`src/hdl/swd_pkg.sv`:
```
`timescale 1ns / 1ps
// shared types, constants and helpers of the stepper wave drive sequencer
// used by every module of the block; depends on nothing
package swd_pkg;

   localparam int SWD_COUNT_WIDTH = 16;
   localparam int REG_W           = 16;
   localparam int CSR_ADDR_W      = 5;
   localparam int CSR_DATA_W      = 32;
   localparam int QUEUE_DEPTH     = 2;

   localparam logic [REG_W-1:0] RST_INITIAL_PERIOD = 16'd24999;
   localparam logic [REG_W-1:0] RST_PERIOD_STEP    = 16'd1250;
   localparam logic [REG_W-1:0] RST_MIN_PERIOD     = 16'd1250;
   localparam logic [REG_W-1:0] RST_MAX_PERIOD     = 16'd65535;
   localparam logic [REG_W-1:0] RST_DEBOUNCE_TICKS = 16'd1200;

   typedef enum logic [2:0] {
      REG_INITIAL_PERIOD = 3'd0,
      REG_PERIOD_STEP    = 3'd1,
      REG_MIN_PERIOD     = 3'd2,
      REG_MAX_PERIOD     = 3'd3,
      REG_DEBOUNCE_TICKS = 3'd4
   } reg_index_type;

   typedef enum logic [1:0] {
      SPD_NONE    = 2'd0,
      SPD_SHORTER = 2'd1,
      SPD_LONGER  = 2'd2
   } speed_type;

   localparam logic [3:0] COIL_IN4 = 4'b1000;
   localparam logic [3:0] COIL_IN3 = 4'b0100;
   localparam logic [3:0] COIL_IN2 = 4'b0010;
   localparam logic [3:0] COIL_IN1 = 4'b0001;

   // one queue entry: encoder levels plus the falling-edge tag from the front
   typedef struct packed {
      logic enc_a;
      logic enc_b;
      logic fall;
   } item_type;

   typedef struct packed {
      logic     valid;
      item_type item;
   } q_out_type;

   typedef struct packed {
      logic [REG_W-1:0] period_step;
      logic [REG_W-1:0] min_period;
      logic [REG_W-1:0] max_period;
      logic [REG_W-1:0] debounce_ticks;
   } cfg_type;

   typedef struct packed {
      logic [3:0]       coils;
      logic             step_pulse;
      logic [1:0]       speed_change;
      logic [REG_W-1:0] period_now;
   } result_type;

   // wave drive sequence; anything off the sequence restarts at IN4
   function automatic logic [3:0] next_coils(input logic [3:0] p);
      logic [3:0] n;
      unique case (p)
         COIL_IN4: n = COIL_IN3;
         COIL_IN3: n = COIL_IN2;
         COIL_IN2: n = COIL_IN1;
         default:  n = COIL_IN4;
      endcase
      return n;
   endfunction

endpackage

```
`src/hdl/stepper_wave_drive_encoder_speed.sv`:
```
`timescale 1ns / 1ps
// Stepper wave drive sequencer with encoder speed control. Each req beat is
// one timer tick carrying encoder levels a and b, and yields exactly one rsp
// beat with the coil pattern, step pulse, speed change code and current
// period. The block sustains one beat per clock while rsp_tready is high: the
// front end tags falling edges of a and fills a two-entry queue, and the back
// end updates the whole tick state and holds the result in an output
// register, so rsp_tvalid rises in the cycle after the back end pops its
// beat. A low rsp_tready holds the back end; req_tready falls once the queue
// holds two beats. Registers via the csr port: 0x00 initial period (stored and
// read back only; reset loads RST_INITIAL_PERIOD), 0x04 period step, 0x08 min
// period, 0x0c max period, 0x10 debounce ticks.
module stepper_wave_drive_encoder_speed
   import swd_pkg::*;
#(
   parameter int COUNT_WIDTH = SWD_COUNT_WIDTH
) (
   input  logic                  clock,
   input  logic                  reset,
   input  logic                  req_tvalid,
   output logic                  req_tready,
   input  logic [7:0]            req_tdata,   // [0] enc_a, [1] enc_b, [7:2] zero
   output logic                  rsp_tvalid,
   input  logic                  rsp_tready,
   output logic [23:0]           rsp_tdata,   // [3:0] coils, [4] step_pulse,
                                              // [6:5] speed_change, [22:7] period_now,
                                              // [23] zero
   input  logic                  csr_psel,
   input  logic                  csr_penable,
   input  logic                  csr_pwrite,
   input  logic [CSR_ADDR_W-1:0] csr_paddr,
   input  logic [CSR_DATA_W-1:0] csr_pwdata,
   output logic [CSR_DATA_W-1:0] csr_prdata,
   output logic                  csr_pready
);

   cfg_type    cfg;
   logic       q_ready;
   logic       q_push;
   item_type   q_item;
   logic       q_pop;
   q_out_type  q_out;
   result_type rsp_data;

   swd_csr u_csr (
      .clock       (clock),
      .reset       (reset),
      .csr_psel    (csr_psel),
      .csr_penable (csr_penable),
      .csr_pwrite  (csr_pwrite),
      .csr_paddr   (csr_paddr),
      .csr_pwdata  (csr_pwdata),
      .csr_prdata  (csr_prdata),
      .csr_pready  (csr_pready),
      .cfg         (cfg)
   );

   swd_front u_front (
      .clock      (clock),
      .reset      (reset),
      .req_tvalid (req_tvalid),
      .req_tready (req_tready),
      .enc_a      (req_tdata[0]),
      .enc_b      (req_tdata[1]),
      .q_ready    (q_ready),
      .q_push     (q_push),
      .q_item     (q_item)
   );

   swd_queue u_queue (
      .clock     (clock),
      .reset     (reset),
      .push      (q_push),
      .push_item (q_item),
      .ready     (q_ready),
      .pop       (q_pop),
      .q_out     (q_out)
   );

   swd_back #(
      .COUNT_WIDTH (COUNT_WIDTH)
   ) u_back (
      .clock      (clock),
      .reset      (reset),
      .cfg        (cfg),
      .q_out      (q_out),
      .q_pop      (q_pop),
      .rsp_tready (rsp_tready),
      .rsp_tvalid (rsp_tvalid),
      .rsp_data   (rsp_data)
   );

   assign rsp_tdata = {1'b0, rsp_data.period_now, rsp_data.speed_change,
                       rsp_data.step_pulse, rsp_data.coils};

endmodule

```
`src/hdl/swd_csr.sv`:
```
`timescale 1ns / 1ps
// apb-style register file for period and debounce settings
// depends on swd_pkg
module swd_csr
   import swd_pkg::*;
(
   input  logic                  clock,
   input  logic                  reset,
   input  logic                  csr_psel,
   input  logic                  csr_penable,
   input  logic                  csr_pwrite,
   input  logic [CSR_ADDR_W-1:0] csr_paddr,
   input  logic [CSR_DATA_W-1:0] csr_pwdata,
   output logic [CSR_DATA_W-1:0] csr_prdata,
   output logic                  csr_pready,
   output cfg_type               cfg
);

   logic [REG_W-1:0] initial_period_ff;
   logic [REG_W-1:0] period_step_ff;
   logic [REG_W-1:0] min_period_ff;
   logic [REG_W-1:0] max_period_ff;
   logic [REG_W-1:0] debounce_ticks_ff;
   logic             wr_en;
   logic [2:0]       reg_idx;
   logic [REG_W-1:0] wdata;

   assign csr_pready = 1'b1;
   assign wr_en      = csr_psel && csr_penable && csr_pwrite && csr_pready;
   assign reg_idx    = csr_paddr[4:2];
   assign wdata      = csr_pwdata[REG_W-1:0];

   always_ff @(posedge clock) begin
      if (reset) begin
         initial_period_ff <= RST_INITIAL_PERIOD;
         period_step_ff    <= RST_PERIOD_STEP;
         min_period_ff     <= RST_MIN_PERIOD;
         max_period_ff     <= RST_MAX_PERIOD;
         debounce_ticks_ff <= RST_DEBOUNCE_TICKS;
      end else if (wr_en) begin
         unique case (reg_idx)
            REG_INITIAL_PERIOD: initial_period_ff <= wdata;
            REG_PERIOD_STEP:    period_step_ff    <= wdata;
            REG_MIN_PERIOD:     min_period_ff     <= wdata;
            REG_MAX_PERIOD:     max_period_ff     <= wdata;
            REG_DEBOUNCE_TICKS: debounce_ticks_ff <= wdata;
            default: ;
         endcase
      end
   end

   always_comb begin
      unique case (reg_idx)
         REG_INITIAL_PERIOD: csr_prdata = CSR_DATA_W'(initial_period_ff);
         REG_PERIOD_STEP:    csr_prdata = CSR_DATA_W'(period_step_ff);
         REG_MIN_PERIOD:     csr_prdata = CSR_DATA_W'(min_period_ff);
         REG_MAX_PERIOD:     csr_prdata = CSR_DATA_W'(max_period_ff);
         REG_DEBOUNCE_TICKS: csr_prdata = CSR_DATA_W'(debounce_ticks_ff);
         default:            csr_prdata = '0;
      endcase
   end

   assign cfg.period_step    = period_step_ff;
   assign cfg.min_period     = min_period_ff;
   assign cfg.max_period     = max_period_ff;
   assign cfg.debounce_ticks = debounce_ticks_ff;

endmodule

```
`src/hdl/swd_front.sv`:
```
`timescale 1ns / 1ps
// input side: takes encoder beats and tags falling edges on channel a
// depends on swd_pkg; feeds swd_queue
module swd_front
   import swd_pkg::*;
(
   input  logic     clock,
   input  logic     reset,
   input  logic     req_tvalid,
   output logic     req_tready,
   input  logic     enc_a,
   input  logic     enc_b,
   input  logic     q_ready,
   output logic     q_push,
   output item_type q_item
);

   logic a_prev_ff;

   assign req_tready = q_ready;
   assign q_push     = req_tvalid && q_ready;

   assign q_item.enc_a = enc_a;
   assign q_item.enc_b = enc_b;
   assign q_item.fall  = a_prev_ff && !enc_a;

   // channel a is pulled up, so the history starts high
   always_ff @(posedge clock) begin
      if (reset) begin
         a_prev_ff <= 1'b1;
      end else if (q_push) begin
         a_prev_ff <= enc_a;
      end
   end

endmodule

```
`src/hdl/swd_queue.sv`:
```
`timescale 1ns / 1ps
// short queue between the front and the back end
// depends on swd_pkg
module swd_queue
   import swd_pkg::*;
(
   input  logic      clock,
   input  logic      reset,
   input  logic      push,
   input  item_type  push_item,
   output logic      ready,
   input  logic      pop,
   output q_out_type q_out
);

   localparam int PTR_W = (QUEUE_DEPTH > 1) ? $clog2(QUEUE_DEPTH) : 1;
   localparam int CNT_W = $clog2(QUEUE_DEPTH + 1);

   item_type         mem [QUEUE_DEPTH];
   logic [PTR_W-1:0] wr_ptr_ff;
   logic [PTR_W-1:0] rd_ptr_ff;
   logic [CNT_W-1:0] cnt_ff;
   logic [PTR_W-1:0] wr_ptr_in;
   logic [PTR_W-1:0] rd_ptr_in;
   logic [CNT_W-1:0] cnt_in;

   assign ready       = (cnt_ff != CNT_W'(QUEUE_DEPTH));
   assign q_out.valid = (cnt_ff != '0);
   assign q_out.item  = mem[rd_ptr_ff];

   always_comb begin
      wr_ptr_in = wr_ptr_ff;
      rd_ptr_in = rd_ptr_ff;
      cnt_in    = cnt_ff;
      if (push) begin
         wr_ptr_in = (wr_ptr_ff == PTR_W'(QUEUE_DEPTH - 1)) ? '0 : wr_ptr_ff + 1'b1;
      end
      if (pop) begin
         rd_ptr_in = (rd_ptr_ff == PTR_W'(QUEUE_DEPTH - 1)) ? '0 : rd_ptr_ff + 1'b1;
      end
      if (push && !pop) begin
         cnt_in = cnt_ff + 1'b1;
      end else if (pop && !push) begin
         cnt_in = cnt_ff - 1'b1;
      end
   end

   always_ff @(posedge clock) begin
      if (reset) begin
         wr_ptr_ff <= '0;
         rd_ptr_ff <= '0;
         cnt_ff    <= '0;
      end else begin
         wr_ptr_ff <= wr_ptr_in;
         rd_ptr_ff <= rd_ptr_in;
         cnt_ff    <= cnt_in;
      end
   end

   always_ff @(posedge clock) begin
      if (push) begin
         mem[wr_ptr_ff] <= push_item;
      end
   end

   a_cnt_bound: assert property (@(posedge clock) disable iff (reset)
      cnt_ff <= CNT_W'(QUEUE_DEPTH))
      else $error("queue fill count out of range");

   a_pop_nonempty: assert property (@(posedge clock) disable iff (reset)
      pop |-> cnt_ff != '0)
      else $error("pop from empty queue");

   a_push_grows: assert property (@(posedge clock) disable iff (reset)
      push && !pop |=> cnt_ff == $past(cnt_ff) + 1'b1)
      else $error("queue count did not follow a push");

endmodule

```
`src/hdl/swd_back.sv`:
```
`timescale 1ns / 1ps
// back end: debounce, period adjust, step timer, coil sequence, result register
// depends on swd_pkg; pops items from swd_queue
module swd_back
   import swd_pkg::*;
#(
   parameter int COUNT_WIDTH = SWD_COUNT_WIDTH
) (
   input  logic       clock,
   input  logic       reset,
   input  cfg_type    cfg,
   input  q_out_type  q_out,
   output logic       q_pop,
   input  logic       rsp_tready,
   output logic       rsp_tvalid,
   output result_type rsp_data
);

   localparam int CMP_W = (COUNT_WIDTH > REG_W) ? COUNT_WIDTH : REG_W;

   logic [COUNT_WIDTH-1:0] tick_ff;
   logic [COUNT_WIDTH-1:0] tick_in;
   logic [COUNT_WIDTH-1:0] deb_cnt_ff;
   logic [COUNT_WIDTH-1:0] deb_cnt_in;
   logic                   deb_active_ff;
   logic                   deb_active_in;
   logic [REG_W-1:0]       period_ff;
   logic [REG_W-1:0]       period_in;
   logic [3:0]             coil_ff;
   logic [3:0]             coil_in;
   logic                   rsp_valid_ff;
   result_type             rsp_data_ff;
   result_type             rsp_data_in;

   logic                   deb_done;
   logic [REG_W:0]         diff;
   logic [REG_W:0]         sum;
   logic                   under_floor;
   logic                   over_ceil;
   logic                   step_now;
   logic [1:0]             change;

   assign q_pop      = q_out.valid && (!rsp_valid_ff || rsp_tready);
   assign rsp_tvalid = rsp_valid_ff;
   assign rsp_data   = rsp_data_ff;

   assign deb_done = (CMP_W'(deb_cnt_ff) >= CMP_W'(cfg.debounce_ticks)) || (&deb_cnt_ff);

   assign diff        = {1'b0, period_ff} - {1'b0, cfg.period_step};
   assign sum         = {1'b0, period_ff} + {1'b0, cfg.period_step};
   assign under_floor = diff[REG_W] || (diff[REG_W-1:0] < cfg.min_period);
   assign over_ceil   = sum > {1'b0, cfg.max_period};

   always_comb begin
      deb_active_in = deb_active_ff;
      deb_cnt_in    = deb_cnt_ff;
      period_in     = period_ff;
      change        = SPD_NONE;
      if (deb_active_ff) begin
         if (deb_done) begin
            deb_active_in = 1'b0;
            deb_cnt_in    = '0;
            // detent counts only if a is still low at the end of the wait
            if (!q_out.item.enc_a) begin
               if (!q_out.item.enc_b) begin
                  period_in = under_floor ? cfg.min_period : diff[REG_W-1:0];
                  change    = SPD_SHORTER;
               end else begin
                  period_in = over_ceil ? cfg.max_period : sum[REG_W-1:0];
                  change    = SPD_LONGER;
               end
            end
         end else begin
            deb_cnt_in = deb_cnt_ff + 1'b1;
         end
      end else if (q_out.item.fall) begin
         deb_active_in = 1'b1;
         deb_cnt_in    = '0;
      end

      // step timer compares against the period just updated
      step_now = (CMP_W'(tick_ff) >= CMP_W'(period_in)) || (&tick_ff);
      if (step_now) begin
         tick_in = '0;
         coil_in = next_coils(coil_ff);
      end else begin
         tick_in = tick_ff + 1'b1;
         coil_in = coil_ff;
      end

      rsp_data_in.coils        = coil_in;
      rsp_data_in.step_pulse   = step_now;
      rsp_data_in.speed_change = change;
      rsp_data_in.period_now   = period_in;
   end

   always_ff @(posedge clock) begin
      if (reset) begin
         tick_ff       <= '0;
         deb_cnt_ff    <= '0;
         deb_active_ff <= 1'b0;
         period_ff     <= RST_INITIAL_PERIOD;
         coil_ff       <= '0;
      end else if (q_pop) begin
         tick_ff       <= tick_in;
         deb_cnt_ff    <= deb_cnt_in;
         deb_active_ff <= deb_active_in;
         period_ff     <= period_in;
         coil_ff       <= coil_in;
      end
   end

   always_ff @(posedge clock) begin
      if (reset) begin
         rsp_valid_ff <= 1'b0;
      end else if (q_pop) begin
         rsp_valid_ff <= 1'b1;
      end else if (rsp_tready) begin
         rsp_valid_ff <= 1'b0;
      end
   end

   always_ff @(posedge clock) begin
      if (q_pop) begin
         rsp_data_ff <= rsp_data_in;
      end
   end

   a_step_onehot: assert property (@(posedge clock) disable iff (reset)
      rsp_valid_ff && rsp_data_ff.step_pulse |-> $onehot(rsp_data_ff.coils))
      else $error("step pulse with coil pattern off the sequence");

   a_deb_ends: assert property (@(posedge clock) disable iff (reset)
      q_pop && deb_active_ff && deb_done |=> !deb_active_ff)
      else $error("debounce wait did not end");

   a_no_edge_idle: assert property (@(posedge clock) disable iff (reset)
      q_pop && !deb_active_ff && !q_out.item.fall |=> !deb_active_ff)
      else $error("debounce started without a falling edge");

endmodule

```
`config.mk`:
```
export PLATFORM = sky130hd
export DESIGN_NAME = stepper_wave_drive_encoder_speed
export DESIGN_NICKNAME = d
export VERILOG_FILES = /design/src/hdl/swd_pkg.sv /design/src/hdl/stepper_wave_drive_encoder_speed.sv /design/src/hdl/swd_csr.sv /design/src/hdl/swd_front.sv /design/src/hdl/swd_queue.sv /design/src/hdl/swd_back.sv
export SDC_FILE = /design/constraint.sdc
export NUM_CORES = 1
export LEC_CHECK = 0
export ABC_AREA = 1
export BUFFER_PORTS_ARGS = -buffer_cell sky130_fd_sc_hd__buf_2
export CORE_MARGIN = 4
export CORE_UTILIZATION = 35
export DETAILED_ROUTE_END_ITERATION = 7
export GPL_TIMING_DRIVEN = 0
export PLACE_DENSITY = 0.63
export SLEW_MARGIN = 20
export SYNTH_ARGS = -nofsm -noshare
export SYNTH_HDL_FRONTEND = slang
export SYNTH_HIERARCHICAL = 1
export SYNTH_SLANG_ARGS = --single-unit
```
`constraint.sdc`:
```
create_clock -name clock -period 5.6 [get_ports clock]
set_clock_uncertainty 0.15 [all_clocks]
set_input_delay 1.68 -clock clock [delete_from_list [all_inputs] [get_ports clock]]
set_output_delay 1.68 -clock clock [all_outputs]
set_load 0.02 [all_outputs]
```
# Yosys cells after proc, flatten, opt, wreduce, memory -nomap -nowiden
# Memories as Yosys holds them, arrays and structs flattened. A register that Yosys moved wholly into a read port is not among the register bits.
# Cells that the tools add are included.
[totals] output_inout_bits=59 mem_bits_rw=6 in_bits=52 memories=1 word_cells=98 register_bits=162
[memory_table] name="u_queue.mem" words=2 width=3 rd=1 rd_clocked_by_memory_dff=1 wr=1 line="swd_queue.sv:19" text="item_type mem [QUEUE_DEPTH];"
[classes] n_lt_le_gt_ge=4 eq_ne=8 n_mux=27 add_sub_neg=8 bitwise=2 n_reduce_logical=29
[ops] operator="two-way mux 16 bit" n=10
[ops] operator="one-hot mux 16 bit (5 select lines)" n=1
[ops] operator="adder 16 x 1 -> 16 bit, second input constant" n=2
[ops] operator="greater-or-equal comparator 16 bit" n=2
[ops] operator="AND reduction 16 bit" n=2
[ops] operator="adder 16 x 16 -> 17 bit" n=1
[ops] operator="> comparator 17 x 16 -> 1 bit" n=1
[ops] operator="subtractor 16 x 16 -> 17 bit" n=1
[ops] operator="less-than comparator 16 bit" n=1
[ops] operator="one-hot mux 4 bit (3 select lines)" n=1
[ops] operator="AND reduction 2 bit" n=6
[ops] operator="two-way mux 1 bit" n=11
[ops] operator="nonzero test 2 bit" n=4
[ops] operator="logical AND 1 bit" n=7
[ops] operator="== test 3 x 2 -> 1 bit, second input constant" n=2
[ops] operator="two-way mux 2 bit" n=3
[ops] operator="== test 4 x 2 -> 1 bit, second input constant" n=1
[ops] operator="== test 4 x 3 -> 1 bit, second input constant" n=1
[ops] operator="== test 4 bit, second input constant" n=1
[ops] operator="logical NOT 1 bit" n=4
[ops] operator="logical OR 1 bit" n=4
[ops] operator="two-way mux 4 bit" n=1
[ops] operator="== test 3 x 1 -> 1 bit, second input constant" n=1
[ops] operator="== test 3 bit, second input constant" n=1
[ops] operator="other kinds (7)" n=9

# Depth between registers and ports, before layout
[depth] word_depth=11 ltp_mapped=44 mapped_depth_nobuf=42

# Modules after synthesis
# Netlist, hierarchy kept.
[by_module_without_submodules] module="swd_back" cells_per_inst=1106 seq_area_each_um2=1771.7 instances=1 area_each_um2=7309.5
[by_module_without_submodules] module="swd_csr" cells_per_inst=619 seq_area_each_um2=1601.5 instances=1 area_each_um2=3983.8
[by_module_without_submodules] module="swd_queue" cells_per_inst=42 seq_area_each_um2=280.3 instances=1 area_each_um2=442.9
[by_module_without_submodules] module="swd_front" cells_per_inst=12 seq_area_each_um2=20.0 instances=1 area_each_um2=80.1
[by_module_without_submodules] module="stepper_wave_drive_encoder_speed" cells_per_inst=2 seq_area_each_um2=0.0 instances=1 area_each_um2=11.3

# Worst setup path after synthesis
# OpenSTA, ideal clock, no wires.
[synth_timing] path_type="reg-to-reg" start="register u_csr.period_step_ff[0]" end="register u_back.tick_ff[12]" synth_period_minus_slack_ps=4932 required_time_ps=5323 t_arrival_ps=4655 setup_time_ps=127 path_slack_ps=668 path_buffers=2 stages_incl_launch_ff=40 path_cell_list="dfxtp_1 -> ha_1 -> inv_1 -> fa_1 -> o21ai_2 -> nand2_2 -> nand2_2 -> clkinv_2 -> o21ai_2 -> nand2_1 -> nand2_1 -> ha_1 -> nand2_1 -> inv_1 -> nand2_1 -> nand2_1 -> a21oi_1 -> nand2_1 -> [4 not listed] -> nand2_2 -> buf_2 -> nand3_1 -> nand3_1 -> nand2_1 -> nand2_1 -> inv_1 -> ha_1 -> nand2_1 -> inv_1 -> nand3_1 -> nor3_1 -> nand3_1 -> nand4_1 -> nand2_1 -> nand2_1 -> buf_2 -> nor3_1"
[synth_between] elab_chain_len=11 word_cells_on_any_way=14 classes_between="add/sub (2); order compare (3); mux (7); reduce/logical (2)"
[synth_rtl] item="start: declaration" line="swd_csr.sv:20" text="logic [REG_W-1:0] period_step_ff;"
[synth_rtl] item="start signal: assignment" line="swd_csr.sv:43" text="REG_PERIOD_STEP: period_step_ff <= wdata;"
[synth_rtl] item="subtractor 16 x 16 -> 17 bit" line="swd_back.sv:49" text="assign diff = {1'b0, period_ff} - {1'b0, cfg.period_step};"
[synth_rtl] item="less-than comparator 16 bit" line="swd_back.sv:51" text="assign under_floor = diff[REG_W] || (diff[REG_W-1:0] < cfg.min_period);"
[synth_rtl] item="logical OR 1 bit" line="swd_back.sv:51"
[synth_rtl] item="two-way mux 16 bit" line="swd_back.sv:66" text="period_in = under_floor ? cfg.min_period : diff[REG_W-1:0];"
[synth_rtl] item="two-way mux 16 bit (*)" line="swd_back.sv:65" text="if (!q_out.item.enc_b) begin"
[synth_rtl] item="two-way mux 16 bit (*)" line="swd_back.sv:64" text="if (!q_out.item.enc_a) begin"
[synth_rtl] item="two-way mux 16 bit (*)" line="swd_back.sv:60" text="if (deb_done) begin"
[synth_rtl] item="two-way mux 16 bit (*)" line="swd_back.sv:59" text="if (deb_active_ff) begin"
[synth_rtl] item="net u_back.period_in[15]" line="swd_back.sv:28" text="logic [REG_W-1:0] period_in;"
[synth_rtl] item="greater-or-equal comparator 16 bit (*)" line="swd_back.sv:82" text="step_now = (CMP_W'(tick_ff) >= CMP_W'(period_in)) || (&tick_ff);"
[synth_rtl] item="logical OR 1 bit (*)" line="swd_back.sv:82"
[synth_rtl] item="net u_back.step_now" line="swd_back.sv:40" text="logic step_now;"
[synth_rtl] item="two-way mux 16 bit (*)" line="swd_back.sv:83" text="if (step_now) begin"
[synth_rtl] item="end signal: assignment" line="swd_back.sv:105" text="tick_ff <= tick_in;"
[synth_rtl] item="end: declaration" line="swd_back.sv:21" text="logic [COUNT_WIDTH-1:0] tick_ff;"
# Mark *: on every way through the listed nets, which the timed path passes. The rest lies on a longest branch.
# A chain may end at the register's enable or synchronous reset.

# Worst setup path in the final report
[layout_timing] start="register u_back.period_ff[10]" end="register u_back.rsp_data_ff, in the netlist u_back/rsp_data[21], data pin"
[layout_between] elab_chain_len=11 word_cells_on_any_way=14 classes_between="add/sub (2); order compare (3); mux (7); reduce/logical (2)"
[layout_rtl] item="start: declaration" line="swd_back.sv:27" text="logic [REG_W-1:0] period_ff;"
[layout_rtl] item="start signal: assignment" line="swd_back.sv:108" text="period_ff <= period_in;"
[layout_rtl] item="subtractor 16 x 16 -> 17 bit" line="swd_back.sv:49"
[layout_rtl] item="less-than comparator 16 bit" line="swd_back.sv:51"
[layout_rtl] item="logical OR 1 bit" line="swd_back.sv:51"
[layout_rtl] item="two-way mux 16 bit" line="swd_back.sv:66"
[layout_rtl] item="two-way mux 16 bit (*)" line="swd_back.sv:65"
[layout_rtl] item="two-way mux 16 bit (*)" line="swd_back.sv:64"
[layout_rtl] item="two-way mux 16 bit (*)" line="swd_back.sv:60"
[layout_rtl] item="two-way mux 16 bit (*)" line="swd_back.sv:59"
[layout_rtl] item="net u_back.period_in[11]" line="swd_back.sv:28"
[layout_rtl] item="greater-or-equal comparator 16 bit (*)" line="swd_back.sv:82"
[layout_rtl] item="logical OR 1 bit (*)" line="swd_back.sv:82"
[layout_rtl] item="net u_back.step_now" line="swd_back.sv:40"
[layout_rtl] item="two-way mux 4 bit (*)" line="swd_back.sv:83"
[layout_rtl] item="net u_back.coil_in[2]" line="swd_back.sv:30" text="logic [3:0] coil_in;"
[layout_rtl] item="end signal: assignment" line="swd_back.sv:125" text="rsp_data_ff <= rsp_data_in;"
[layout_rtl] item="end: declaration" line="swd_back.sv:32" text="result_type rsp_data_ff;"
# Marks and branches as above.

==> summary.md <==
| Metric | Value |
|---|---|
| CP endpoint kind | register |
| Max-Slew Margin vs Limit | 0.503 |
| Logic pwr share | 0.481 |
| Post-route DRC | 0 |
| Fin crit share | 0.976 |
| Synth cell types | 48 |
| Most frequent cell after synthesis | nand2_1 |
| Clock sink count | 169 |
| Overall Power | 5290 uW |
| Pint | 2930 uW |
| Placement Rows | 67 |
| Largest net degree at the start of global routing | 35 |
| CP max stage delay | 440 ps |
| Min Hold Slack | 317 ps |
| Final Hold Fails | 0 |
| Min Tclk post-route | 5470 ps |
| Worst slew pin tran | 740 ps |
| Required @ worst endpoint | 5640 ps |
| Synth Area in Compound Gates | 0.0721 |
| Worst setup SP type | register |
| Main combinational cell family by area after synthesis | simple AND/OR/NAND/NOR gates |
| Avg Inst Size Synth | 6.64 um^2 |
| Main flop type after synthesis | dfxtp_1 |
| Max_cap viols | 0 |
| TritonCTS clock tree | built |
| PortBufs | 67 |
| Post-synthesis cell count | about 1,800 |
| Placer Congestion | 0.976 |
| Vias in the first global route | approximately 11,000 |
| Area Overhead vs Synth | 18.1% |
| Antenna-violating nets left | 0 |
| Util after Layout | 0.418 |
| Area leader, netlist | dfxtp_1 |
| Total gr overflow | 0 |
| Initial core utilization | 0.354 |
| Post-synthesis simple-gate area fraction | 0.365 |
| Slowest stage cell, crit path | dfxtp_1 |
| Synth top cells by count | nand2_1 (485), inv_1 (220), nand3_1 (203), nor2_1 (203), dfxtp_1 (140) |
| Dpl ws | -718 ps |
| Cell leakage power | 0.00690 uW |
| Synth warn | 6 |
| XOR/XNOR Fraction of Synth Area | 0.0237 |
| Cell mode on critical path | nand2_1 |
| PwrDens | 379 nW/um^2 |
| First-pass GRT wire length | between 60 and 70 mm |
| Gr usage total | 0.213 |
| Drt initial violations | 1,062 |
| # IOs | 111 |
| Status | finished clean |
| Synth area leaders | dfxtp_1 (24%), nand2_1 (15%), ha_1 (10%) |
| Flop pwr share | 0.297 |
| Crit Path Category | register to register |
| Nets | 2,061 |
| Switching share of power | 0.446 |
| Clk pwr share | 0.222 |
| Initial DRT Pass Iterations | 5 |
| Multiplexer area fraction after synthesis | 0.00381 |
| Yosys top cell area share | 0.237 |
| Post-Synth Adder-Cell Area | 0.107 |
| Cell area after synthesis | 11,800 um^2 |
| Via/cell ratio | approximately 5.1 |
| Worst Path Arrival | around 5500 ps |
| Seq cells post-synth | 169 |
| Die footprint | 36,800 um^2 |
| Initial antenna violation count | 0 |
| Largest vdd supply drop | 0.000222 V |
| Core area | 33,400 um^2 |
| Worst-Skew Late Latency | 440 ps |
| Dpl hpwl | about 31 mm |
| CTS H-tree depth | 4 |
| Fin. max-slew vios | 0 |
| Highest Clock Rate | 183 MHz |
| WL final | 40.2 mm |
| Wire length per cell | between 15 and 20 um |
| HP Class | register to register |
| Register area share after synthesis | 0.311 |
| Sw power | between 2000 and 2500 uW |
| Crit path max fanout | 8 |
| Routed vias | 12,100 |
| Final setup violation count | 0 |
| CTS buffer count | 17 |
| Die height | 192 um |
| Fraction of layout cells with a size suffix above 1 | 0.172 |
| Fraction of registers with async set/reset | 0 |
| Antenna diodes | 0 |
| Number of synthesized flops with an enable pin | 29 |
| Root Driver | clkbuf_16 |
| Fillers | 3,559 |
| Worst-path clk slew | roughly 80 ps |
| Final worst slack | 134 ps |
| Clock tree buffer depth | 2 |
| Chip Width | about 190 um |
==> registers in the layout (all words and copies together) (netlist names), 2 cells and up, named ones only <==
register                 count
u_csr/min_period_ff         16
u_back/deb_cnt_ff           16
u_queue/mem                  6
u_back/period_ff            16
u_back/rsp_data             23
u_csr/period_step_ff        16
u_csr/debounce_ticks_ff     16
u_csr/max_period_ff         16
u_queue/cnt_ff               2
u_back/tick_ff              16
u_csr/initial_period_ff     16
u_back/coil_ff               4
==> power groups by stage <==
stage          registers (uW)  logic (uW)  clock network [uW]
2_1_floorplan            1660        1540                   0
3_3_place_gp             1590        2230                   0
3_5_place_dp             1600        2260                   0
4_1_cts                  1570        2320                1190
5_1_grt                  1590        2830                1240
6_report                 1570        2550                1170
==> worst max-delay path, delay by kind of cell, from the launching register on <==
kind,cells,cell delay (ps)
compound gates,7,1120
xor+xnor,1,250
fa+ha+maj,3,920
buf+inv,6,740
flops,1,440
simple gates,18,1550
==> cells by family (layout without fill, tap and decap cells) <==
| logic type | count (synthesis) | after routing |
|---|---|---|
| DFF | 169 | 169 |
| and+or+nand+nor | 1002 | 1002 |
| xor gates and xnor gates | 32 | 32 |
| muxes | 4 | 4 |
| AOI/OAI and AO/OA | 153 | 153 |
| buffers and inverters | 318 | 444 |
| other | 3 | 18 |
| adders and majority gates | 100 | 100 |
==> layer usage <==
metal	wire length, um	GRT usage
met1	17800	0.287
met5	0	0
met3	2470	0.0294
met2	18600	0.353
met4	1250	0.0674
==> through the flow <==
stage	instances	TNS, ps	cell area, um^2
after global routing	2370	-2720	14000
after CTS	2352	0	13500
after global placement	2311	-11400	12800
after detailed placement	2311	-11920	12800
final	2370	0	14000
after floorplan	1796	0	11900
==> path summary, 6_finish.rpt <==
path | startpoint | end | slack, ps | cells past startpoint
min | u_csr/initial_period_ff[1] | u_csr/initial_period_ff[1] | 320 | 2
min reg2reg | u_csr/initial_period_ff[1] | u_csr/initial_period_ff[1] | 320 | 2
max reg2reg | u_back/period_ff[10] | u_back/rsp_data[21] | 130 | 35
max | u_back/period_ff[10] | u_back/rsp_data[21] | 130 | 35
==> cells in the final DEF (no fill, tap or decap), types with 44 or more instances in the layout <==
master   synthesis  routed
inv_1          220     214
buf_2           22      84
nand3_1        203     194
nor2_1         203     195
a21oi_1         90      80
nand4_1         44      44
buf_4           31      59
ha_1            98      88
dfxtp_1        140     122
nand2_1        485     464
==> repair_timing <==
action / CTS / global route
setup endpoints to repair: 25 / 25
buffers inserted: 9 / 18
pin swaps: 4 / 21
cloned: 0 / 1
gates resized for setup: 26 / 100
hold buffers: 0 / 0
==> area by class of cell <==
type | count | area, um^2 | area share
clock buffer | 17 | 425 | 0.0305
multi-input combinational | 1309 | 7160 | 0.512
inverter | 239 | 902 | 0.0646
sequential | 169 | 3710 | 0.266
clock inverter | 15 | 158 | 0.0113
timing repair buffer | 95 | 549 | 0.0393
tap | 448 | 561 | 0.0401
buffer | 78 | 505 | 0.0362
Power figures use the tool's default switching activity.
